File: src/hdl/owm_pkg.sv
package owm_pkg;

  localparam int RESET_LOW_W  = 10;
  localparam int PRES_WAIT_W  = 8;
  localparam int RESET_TAIL_W = 10;
  localparam int SLOT_TIME_W  = 8;
  localparam int SHORT_LOW_W  = 4;
  localparam int CFG_DATA_W   = 10;
  localparam int CFG_IDX_W    = 3;

  typedef enum logic [CFG_IDX_W-1:0] {
    CFG_RESET_LOW  = 3'd0,
    CFG_PRES_WAIT  = 3'd1,
    CFG_RESET_TAIL = 3'd2,
    CFG_SLOT_TIME  = 3'd3,
    CFG_WR1_LOW    = 3'd4,
    CFG_RD_LOW     = 3'd5
  } cfg_idx_t;

  localparam logic [RESET_LOW_W-1:0]  RESET_LOW_DFLT  = 10'd480;
  localparam logic [PRES_WAIT_W-1:0]  PRES_WAIT_DFLT  = 8'd80;
  localparam logic [RESET_TAIL_W-1:0] RESET_TAIL_DFLT = 10'd400;
  localparam logic [SLOT_TIME_W-1:0]  SLOT_TIME_DFLT  = 8'd60;
  localparam logic [SHORT_LOW_W-1:0]  WR1_LOW_DFLT    = 4'd1;
  localparam logic [SHORT_LOW_W-1:0]  RD_LOW_DFLT     = 4'd2;

  typedef enum logic [1:0] {
    ACT_TICK  = 2'd0,
    ACT_RESET = 2'd1,
    ACT_WRITE = 2'd2,
    ACT_READ  = 2'd3
  } action_t;

  typedef struct packed {
    logic [RESET_LOW_W-1:0]  reset_low_us;
    logic [PRES_WAIT_W-1:0]  presence_wait_us;
    logic [RESET_TAIL_W-1:0] reset_tail_us;
    logic [SLOT_TIME_W-1:0]  slot_time_us;
    logic [SHORT_LOW_W-1:0]  write_one_low_us;
    logic [SHORT_LOW_W-1:0]  read_low_us;
  } cfg_regs_t;

  typedef struct packed {
    logic [1:0] action;
    logic [7:0] write_byte;
    logic       line_level;
  } item_t;

  typedef struct packed {
    logic       drive_low;
    logic       busy_res;
    logic       done_res;
    logic       presence;
    logic [7:0] read_byte;
    logic       rejected;
  } res_t;

endpackage

File: src/hdl/owm_if.sv
interface owm_in_if;
  logic       valid;
  logic       ready;
  logic [1:0] action;
  logic [7:0] write_byte;
  logic       line_level;

  modport source (output valid, output action, output write_byte, output line_level,
                  input ready);
  modport sink (input valid, input action, input write_byte, input line_level,
                output ready);
endinterface

interface owm_out_if;
  logic       valid;
  logic       ready;
  logic       drive_low;
  logic       busy_res;
  logic       done_res;
  logic       presence;
  logic [7:0] read_byte;
  logic       rejected;

  modport source (output valid, output drive_low, output busy_res, output done_res,
                  output presence, output read_byte, output rejected, input ready);
  modport sink (input valid, input drive_low, input busy_res, input done_res,
                input presence, input read_byte, input rejected, output ready);
endinterface

File: src/hdl/owm_cfg.sv
module owm_cfg (
  input  logic                                  clk,
  input  logic                                  rst_n,
  input  logic                                  we,
  input  logic [owm_pkg::CFG_IDX_W-1:0]         index,
  input  logic [owm_pkg::CFG_DATA_W-1:0]        wdata,
  output owm_pkg::cfg_regs_t                    regs
);
  import owm_pkg::*;

  cfg_regs_t regs_r;

  always_ff @(posedge clk) begin
    if (!rst_n) begin
      regs_r.reset_low_us     <= RESET_LOW_DFLT;
      regs_r.presence_wait_us <= PRES_WAIT_DFLT;
      regs_r.reset_tail_us    <= RESET_TAIL_DFLT;
      regs_r.slot_time_us     <= SLOT_TIME_DFLT;
      regs_r.write_one_low_us <= WR1_LOW_DFLT;
      regs_r.read_low_us      <= RD_LOW_DFLT;
    end else if (we) begin
      unique case (cfg_idx_t'(index))
        CFG_RESET_LOW:  regs_r.reset_low_us     <= wdata[RESET_LOW_W-1:0];
        CFG_PRES_WAIT:  regs_r.presence_wait_us <= wdata[PRES_WAIT_W-1:0];
        CFG_RESET_TAIL: regs_r.reset_tail_us    <= wdata[RESET_TAIL_W-1:0];
        CFG_SLOT_TIME:  regs_r.slot_time_us     <= wdata[SLOT_TIME_W-1:0];
        CFG_WR1_LOW:    regs_r.write_one_low_us <= wdata[SHORT_LOW_W-1:0];
        CFG_RD_LOW:     regs_r.read_low_us      <= wdata[SHORT_LOW_W-1:0];
        default: ;
      endcase
    end
  end

  assign regs = regs_r;

endmodule

File: src/hdl/owm_seq.sv
module owm_seq #(
  parameter int DELAY_BITS = 10
) (
  input  logic               clk,
  input  logic               rst_n,
  input  logic               step,
  input  owm_pkg::item_t     item,
  input  owm_pkg::cfg_regs_t cfg,
  output owm_pkg::res_t      res
);
  import owm_pkg::*;

  localparam int CMP_W = (DELAY_BITS > RESET_LOW_W) ? DELAY_BITS : RESET_LOW_W;
  localparam logic [DELAY_BITS-1:0] CNT_MAX = {DELAY_BITS{1'b1}};

  typedef enum logic [5:0] {
    PH_IDLE     = 6'b000001,
    PH_RST_LOW  = 6'b000010,
    PH_RST_WAIT = 6'b000100,
    PH_RST_TAIL = 6'b001000,
    PH_SLOT_LOW = 6'b010000,
    PH_SLOT_REL = 6'b100000
  } phase_t;

  phase_t                phase_r, phase_nxt;
  logic [DELAY_BITS-1:0] cnt_r, cnt_nxt, cnt_inc;
  logic [2:0]            bit_r, bit_nxt;
  logic [7:0]            shift_r, shift_nxt, shift_smp;
  action_t               op_r, op_nxt;
  logic                  pres_r, pres_nxt;
  logic [7:0]            rdres_r, rdres_nxt;

  action_t               act;
  logic [7:0]            low_len, tail_len;
  logic [RESET_LOW_W-1:0] target;
  logic                  reached, done, rej;

  assign act = action_t'(item.action);

  always_comb begin
    if (op_r == ACT_READ)
      low_len = {4'd0, cfg.read_low_us};
    else if (shift_r[0])
      low_len = {4'd0, cfg.write_one_low_us};
    else
      low_len = cfg.slot_time_us;
    tail_len = (cfg.slot_time_us > low_len) ? (cfg.slot_time_us - low_len) : 8'd1;
  end

  always_comb begin
    unique case (phase_r)
      PH_RST_LOW:  target = cfg.reset_low_us;
      PH_RST_WAIT: target = {2'd0, cfg.presence_wait_us};
      PH_RST_TAIL: target = cfg.reset_tail_us;
      PH_SLOT_LOW: target = {2'd0, low_len};
      PH_SLOT_REL: target = {2'd0, tail_len};
      default:     target = '0;
    endcase
  end

  // saturating count; hitting the ceiling also ends the phase
  assign cnt_inc = (cnt_r != CNT_MAX) ? cnt_r + 1'b1 : cnt_r;
  assign reached = (CMP_W'(cnt_inc) >= CMP_W'(target)) || (cnt_inc == CNT_MAX);

  // read slot samples on the first released tick
  assign shift_smp = (op_r == ACT_READ && cnt_inc == DELAY_BITS'(1))
                     ? {item.line_level, shift_r[7:1]} : shift_r;

  always_comb begin
    phase_nxt = phase_r;
    cnt_nxt   = cnt_r;
    bit_nxt   = bit_r;
    shift_nxt = shift_r;
    op_nxt    = op_r;
    pres_nxt  = pres_r;
    rdres_nxt = rdres_r;
    done      = 1'b0;
    rej       = 1'b0;
    if (act != ACT_TICK) begin
      if (phase_r != PH_IDLE) begin
        rej = 1'b1;
      end else begin
        op_nxt  = act;
        cnt_nxt = '0;
        bit_nxt = '0;
        if (act == ACT_RESET) begin
          phase_nxt = PH_RST_LOW;
        end else begin
          shift_nxt = (act == ACT_WRITE) ? item.write_byte : 8'd0;
          phase_nxt = PH_SLOT_LOW;
        end
      end
    end else begin
      unique case (phase_r)
        PH_IDLE: ;
        PH_RST_LOW: begin
          cnt_nxt = cnt_inc;
          if (reached) begin
            phase_nxt = PH_RST_WAIT;
            cnt_nxt   = '0;
          end
        end
        PH_RST_WAIT: begin
          cnt_nxt = cnt_inc;
          if (reached) begin
            pres_nxt = ~item.line_level;
            cnt_nxt  = '0;
            if (cfg.reset_tail_us == '0) begin
              phase_nxt = PH_IDLE;
              done      = 1'b1;
            end else begin
              phase_nxt = PH_RST_TAIL;
            end
          end
        end
        PH_RST_TAIL: begin
          cnt_nxt = cnt_inc;
          if (reached) begin
            phase_nxt = PH_IDLE;
            cnt_nxt   = '0;
            done      = 1'b1;
          end
        end
        PH_SLOT_LOW: begin
          cnt_nxt = cnt_inc;
          if (reached) begin
            phase_nxt = PH_SLOT_REL;
            cnt_nxt   = '0;
          end
        end
        PH_SLOT_REL: begin
          cnt_nxt   = cnt_inc;
          shift_nxt = shift_smp;
          if (reached) begin
            if (op_r == ACT_WRITE)
              shift_nxt = {1'b0, shift_smp[7:1]};
            cnt_nxt = '0;
            if (bit_r == 3'd7) begin
              if (op_r == ACT_READ)
                rdres_nxt = shift_smp;
              bit_nxt   = '0;
              phase_nxt = PH_IDLE;
              done      = 1'b1;
            end else begin
              bit_nxt   = bit_r + 3'd1;
              phase_nxt = PH_SLOT_LOW;
            end
          end
        end
        default: phase_nxt = PH_IDLE;
      endcase
    end
  end

  always_ff @(posedge clk) begin
    if (!rst_n) begin
      phase_r <= PH_IDLE;
      cnt_r   <= '0;
      bit_r   <= '0;
      shift_r <= '0;
      op_r    <= ACT_TICK;
      pres_r  <= 1'b0;
      rdres_r <= '0;
    end else if (step) begin
      phase_r <= phase_nxt;
      cnt_r   <= cnt_nxt;
      bit_r   <= bit_nxt;
      shift_r <= shift_nxt;
      op_r    <= op_nxt;
      pres_r  <= pres_nxt;
      rdres_r <= rdres_nxt;
    end
  end

  assign res.drive_low = (phase_nxt == PH_RST_LOW) || (phase_nxt == PH_SLOT_LOW);
  assign res.busy_res  = (phase_nxt != PH_IDLE);
  assign res.done_res  = done;
  assign res.presence  = pres_nxt;
  assign res.read_byte = rdres_nxt;
  assign res.rejected  = rej;

endmodule

File: src/hdl/one_wire_bus_master.sv
// 1-Wire bus master stepped by one-microsecond tick words. Each input word is
// a tick (with the sampled bus level) or a start command (reset/presence, byte
// write, byte read, LSB first); every word yields exactly one result word with
// the bus drive level to hold until the next word, busy, done, presence, the
// last read byte and a rejected flag for a start given while busy. Throughput
// is one word per clock unless the result port stalls; each word passes an
// input register and the sequencer's state update into the result register.
// The user must write the timing registers through the cfg port only while
// idle (not enforced); DELAY_BITS sets the saturating tick counter width.
module one_wire_bus_master #(
  parameter int DELAY_BITS = 10
) (
  input  logic                           clk,
  input  logic                           rst_n,
  owm_in_if.sink                         in_word,
  owm_out_if.source                      out_word,
  input  logic                           cfg_we,
  input  logic [owm_pkg::CFG_IDX_W-1:0]  cfg_index,
  input  logic [owm_pkg::CFG_DATA_W-1:0] cfg_wdata
);
  import owm_pkg::*;

  cfg_regs_t cfg;
  item_t     item_r;
  logic      in_v_r, out_v_r;
  res_t      res, res_r;
  logic      step;

  owm_cfg u_cfg (
    .clk   (clk),
    .rst_n (rst_n),
    .we    (cfg_we),
    .index (cfg_index),
    .wdata (cfg_wdata),
    .regs  (cfg)
  );

  // the held word moves into the result register whenever that slot frees up
  assign step          = in_v_r && (!out_v_r || out_word.ready);
  assign in_word.ready = !in_v_r || step;

  always_ff @(posedge clk) begin
    if (!rst_n) begin
      in_v_r <= 1'b0;
    end else if (in_word.ready) begin
      in_v_r <= in_word.valid;
    end
  end

  always_ff @(posedge clk) begin
    if (in_word.ready && in_word.valid) begin
      item_r.action     <= in_word.action;
      item_r.write_byte <= in_word.write_byte;
      item_r.line_level <= in_word.line_level;
    end
  end

  owm_seq #(
    .DELAY_BITS (DELAY_BITS)
  ) u_seq (
    .clk   (clk),
    .rst_n (rst_n),
    .step  (step),
    .item  (item_r),
    .cfg   (cfg),
    .res   (res)
  );

  always_ff @(posedge clk) begin
    if (!rst_n) begin
      out_v_r <= 1'b0;
    end else if (step) begin
      out_v_r <= 1'b1;
    end else if (out_word.ready) begin
      out_v_r <= 1'b0;
    end
  end

  always_ff @(posedge clk) begin
    if (step) begin
      res_r <= res;
    end
  end

  assign out_word.valid     = out_v_r;
  assign out_word.drive_low = res_r.drive_low;
  assign out_word.busy_res  = res_r.busy_res;
  assign out_word.done_res  = res_r.done_res;
  assign out_word.presence  = res_r.presence;
  assign out_word.read_byte = res_r.read_byte;
  assign out_word.rejected  = res_r.rejected;

endmodule

File: src/flat_wrapper.sv
// flat-port wrapper written by rule: the top's interface ports become plain ports
module one_wire_bus_master_flat import owm_pkg::*;
#(
  parameter int DELAY_BITS = 10
)
  (clk, rst_n, cfg_we, cfg_index, cfg_wdata, in_word_valid, in_word_action, in_word_write_byte, in_word_line_level, in_word_ready, out_word_valid, out_word_drive_low, out_word_busy_res, out_word_done_res, out_word_presence, out_word_read_byte, out_word_rejected, out_word_ready);
  owm_in_if in_word_i ();
  owm_out_if out_word_i ();
  input  logic clk;
  input  logic rst_n;
  input  logic cfg_we;
  input  logic [owm_pkg::CFG_IDX_W-1:0] cfg_index;
  input  logic [owm_pkg::CFG_DATA_W-1:0] cfg_wdata;
  input wire logic [$bits(in_word_i.valid)-1:0] in_word_valid;
  input wire logic [$bits(in_word_i.action)-1:0] in_word_action;
  input wire logic [$bits(in_word_i.write_byte)-1:0] in_word_write_byte;
  input wire logic [$bits(in_word_i.line_level)-1:0] in_word_line_level;
  output wire logic [$bits(in_word_i.ready)-1:0] in_word_ready;
  output wire logic [$bits(out_word_i.valid)-1:0] out_word_valid;
  output wire logic [$bits(out_word_i.drive_low)-1:0] out_word_drive_low;
  output wire logic [$bits(out_word_i.busy_res)-1:0] out_word_busy_res;
  output wire logic [$bits(out_word_i.done_res)-1:0] out_word_done_res;
  output wire logic [$bits(out_word_i.presence)-1:0] out_word_presence;
  output wire logic [$bits(out_word_i.read_byte)-1:0] out_word_read_byte;
  output wire logic [$bits(out_word_i.rejected)-1:0] out_word_rejected;
  input wire logic [$bits(out_word_i.ready)-1:0] out_word_ready;
  assign in_word_i.valid = in_word_valid;
  assign in_word_i.action = in_word_action;
  assign in_word_i.write_byte = in_word_write_byte;
  assign in_word_i.line_level = in_word_line_level;
  assign in_word_ready = in_word_i.ready;
  assign out_word_valid = out_word_i.valid;
  assign out_word_drive_low = out_word_i.drive_low;
  assign out_word_busy_res = out_word_i.busy_res;
  assign out_word_done_res = out_word_i.done_res;
  assign out_word_presence = out_word_i.presence;
  assign out_word_read_byte = out_word_i.read_byte;
  assign out_word_rejected = out_word_i.rejected;
  assign out_word_i.ready = out_word_ready;
  one_wire_bus_master #(.DELAY_BITS(DELAY_BITS)) u_core (.clk(clk), .rst_n(rst_n), .in_word(in_word_i), .out_word(out_word_i), .cfg_we(cfg_we), .cfg_index(cfg_index), .cfg_wdata(cfg_wdata));
endmodule
File: config.mk
export PLATFORM = sky130hd
export DESIGN_NAME = one_wire_bus_master_flat
export DESIGN_NICKNAME = d
export VERILOG_FILES = /design/src/hdl/owm_pkg.sv /design/src/hdl/owm_if.sv /design/src/hdl/owm_cfg.sv /design/src/hdl/owm_seq.sv /design/src/hdl/one_wire_bus_master.sv /design/src/flat_wrapper.sv
export SDC_FILE = /design/constraint.sdc
export NUM_CORES = 1
export LEC_CHECK = 0
export BUFFER_PORTS_ARGS = -buffer_cell sky130_fd_sc_hd__buf_2
export CAP_MARGIN = 25
export CORE_UTILIZATION = 45
export CTS_CLUSTER_SIZE = 14
export DETAILED_ROUTE_END_ITERATION = 10
export GPL_ROUTABILITY_DRIVEN = 0
export GPL_TIMING_DRIVEN = 0
export HOLD_SLACK_MARGIN = 0.05
export PLACE_DENSITY_LB_ADDON = 0.05
export SLEW_MARGIN = 10
export SYNTH_ARGS = -nofsm -noshare
export SYNTH_HDL_FRONTEND = slang
export SYNTH_SLANG_ARGS = --single-unit
export TNS_END_PERCENT = 50
File: constraint.sdc
create_clock -name clk -period 4.8 [get_ports clk]
set_input_delay 0.96 -clock clk [delete_from_list [all_inputs] [get_ports clk]]
set_output_delay 0.96 -clock clk [all_outputs]
set_load 0.01 [all_outputs]
==> qor_table.md <==
| Parameter | Reported |
|---|---|
| Iteration count of the initial detailed-routing pass | 8 |
| Critical path data arrival time | 4.82 ns |
| Critical path endpoint category | register |
| Antenna fix cells | 0 |
| Die height | 117 um |
| Count of vias placed by the detailed router | 5,557 |
| Total leakage power | 0.00286 uW |
| Drt drc | 0 |
| Type of element launching the critical path | register |
| Cts bufs inserted | 9 |
| Max-slew violation count | 0 |
| Final antenna-violating net count | 0 |
| Uppermost layer routed | met4 |
| Logic depth of the worst register-to-register path | 23 |
| Met1 Wirelength | 8010 um |
| Row count | 41 |
| Synth Flop Type | dfxtp_1 |
| Met2 routed WL | 7580 um |
| Violation count after the first detailed-route iteration | 488 |
| Number of maximum-capacitance violations | 0 |
| Final net count | 850 |
| Met3 wire length | 907 um |
| Setup TNS | 0 ns |
| Worst slack on hold paths | 0.462 ns |
| Most used standard cell by instance count after synthesis | nand2_1 |
| Count of input and output buffers | 40 |
| Core area | 12,800 um2 |
| Final Hold Vio Count | 0 |
| Final WL | 16,800 um |
| Post-synth ARST share | 0% |
| Power density cells | 281 nW/um2 |
| CTS tree | yes |
| Maximum achievable frequency | 213 MHz |
| Wire length of the first global-routing pass | 26,200 um |
| Worst hold stages | 2 |
| Run status | finished clean |
| Total track usage | 24.1% |
| Top Ports | 44 |
| Routed via count divided by cell count | 5.69 |
| Required time of the critical path | 4.91 ns |
| Rel. slew slack | 44.5% |
| Unique cell type count in the Yosys netlist | 61 |
| Overall die area | 13,800 um2 |
| Top cell types by occurrence after synthesis | 129 x nand2_1, 84 x dfxtp_1, 65 x a21oi_1 |
| Area of placed instances | 6420 um2 |
| Hpwl dp | 12,000 um |
| Starting density of the core | 46.7% |
| Total of endpoints with negative setup slack in the final report | 0 |
| Total power after layout | 1990 uW |
| Synthesized Nets | 778 |
| Clock transition at the register clock pins on the worst setup and hold paths after CTS | 0.09 ns |
| Final worst path period share | 98.0% |
| Post-synthesis cell count | 727 |
| Synth Register Bits | 108 |
| Mean Syn Cell Area | 8.24 um2 |
| Post-route clock skew | 0.0142 ns |
| Peak fanout along the critical path | 5 |
| Dominant cell type by area after synthesis | dfxtp_1 |
| Fraction of final layout cells sized beyond drive strength 1 | 19.8% |
| Worst vdd ir | 0.186 mV |
| Longest Clk Path Bufs | 2 |
| Yosys warns | 0 |
| Per-cell routed wire length | 17.2 um |
| Tightest Pin Transition | 0.826 ns |
| Area contributors post-synth | dfxtp_1 28%, edfxtp_1 12%, nand2_1 8.1%, a21oi_1 5.4%, ha_1 4.4% |
| Sequential cell area fraction in the yosys report | 40.1% |
| Hold bufs inserted after CTS | 0 |
| Clock Latency Late Sink | 0.36 ns |
| Largest net degree at the start of global routing | 22 |
| Tmin final | 4.70 ns |
| Number of flops mapped to enable cells by yosys | 24 |
| Width of the chip | 117 um |
| Multi-input combinational cell area | 3480 um2 |
| Initial antenna violation count | 0 |
| Mapped cell area | 5990 um2 |
| Type of the worst setup path | reg2reg |
| Level count of the clock H-tree | 3 |
| Count of filler cells inserted in the layout | 1,235 |
| GR Overflow Total | 0 |
| Post-route cell area | 7090 um2 |
| Area share of the largest cell type after synthesis | 28.1% |
| Path type of the worst min-delay path | reg2reg |
| Clock Sink Count | 108 |
| Root Driver | clkbuf_16 |
| Area Growth Syn to Fin | 18.4% |
| Register cell area after layout | 2410 um2 |
| Vias in the first global route | 5,082 |
-- sequential cells by signal (all words and copies together), names as in the netlist --
signal,cells
u_core.out_word.valid,1
u_core.u_seq.bit_r,3
u_core.u_seq.pres_r,1
u_core.out_word.done_res,1
u_core.out_word.read_byte,8
u_core.in_v_r,1
u_core.u_cfg.regs,44
u_core.out_word.drive_low,1
u_core.u_seq.rdres_r,8
u_core.item_r,11
u_core.out_word.rejected,1
u_core.out_word.busy_res,1
u_core.u_seq.cnt_r,10
u_core.u_seq.op_r,2
u_core.u_seq.phase_r,6
u_core.out_word.presence,1
u_core.u_seq.shift_r,8
-- worst max-delay path, cell delays in order, from the launching register on --
cell       delay (ns)
dfxtp_4          0.39
mux2i_4          0.20
a21oi_4          0.20
inv_1            0.10
ha_4             0.22
nor2b_1          0.13
o21ai_2          0.14
a21boi_1         0.09
o21ai_1          0.22
a21boi_2         0.09
o21a_1           0.21
or3_1            0.37
a31oi_2          0.19
ha_1             0.28
a21o_1           0.17
a21oi_2          0.17
o2111ai_2        0.12
o211ai_1         0.21
and2_4           0.22
buf_6            0.13
buf_12           0.12
xor2_4           0.16
a211oi_2         0.09
and4_1           0.22
-- power by group --
part           internal (uW)  switching (uW)
combinational            114             164
sequential               954            17.5
clock                    365             376
total                   1430             557
-- cell usage in the layout, fill, tap and decap left out, drive strengths merged, types with 17 or more instances in the layout --
| master | instances |
|---|---|
| ha | 21 |
| nand3 | 40 |
| mux2 | 17 |
| nor2 | 58 |
| nand2 | 129 |
| buf | 78 |
| mux2i | 22 |
| clkbuf | 36 |
| dfxtp | 84 |
| o21ai | 24 |
| edfxtp | 24 |
| a21oi | 65 |
| inv | 25 |
-- cell type report --
type	instances	area share, %
buffer	42	3.09
clock inverter	7	0.935
timing repair buffer	63	5.49
tap	172	3.03
multi-input combinational	552	49.1
sequential	108	34.0
clock buffer	9	3.17
inverter	23	1.22
-- path summary, 6_finish.rpt --
check,endpoint,slack [ns],from
max,u_core.out_word.drive_low,0.1,u_core.u_seq.shift_r[0]
min,u_core.u_cfg.regs[43],0.46,u_core.u_cfg.regs[43]
max reg2reg,u_core.out_word.drive_low,0.1,u_core.u_seq.shift_r[0]
min reg2reg,u_core.u_cfg.regs[43],0.46,u_core.u_cfg.regs[43]
-- cells by family (layout without fill, tap and decap cells) --
family | after synthesis | after routing | share of synthesized area (%)
and+or+nand+nor | 334 | 334 | 26.8
AOI/OAI and AO/OA | 152 | 152 | 16.1
DFF | 108 | 108 | 40.1
buffers and inverters | 67 | 144 | 4.78
muxes | 39 | 39 | 6.87
adders and majority gates | 22 | 22 | 4.72
xor gates and xnor gates | 5 | 5 | 0.731
-- repair_timing --
item / in CTS / in global routing
pin swaps: 6 / 25
setup buffers: 6 / 13
resized for setup: 22 / 38
endpoints found under the setup margin: 48 / 47
cloned: 0 / 2
-- layer usage --
metal | GRT usage (%) | vias up
met1 | 33.7 | 2600
li1 | - | 2751
met4 | 8.69 | 0
met2 | 37.7 | 185
met3 | 3.11 | 21
met5 | 0 | -
-- metrics by stage --
step,util [%],std cells,setup slack [ns]
2_1_floorplan,-,727,0.0359
3_3_place_gp,50.0,939,-0.923
3_5_place_dp,50.1,940,-1.00
4_1_cts,53.0,960,0.00465
5_1_grt,55.3,976,-0.0919
6_report,55.3,976,0.0953
Note: power is estimated with default switching activity, not from simulation.
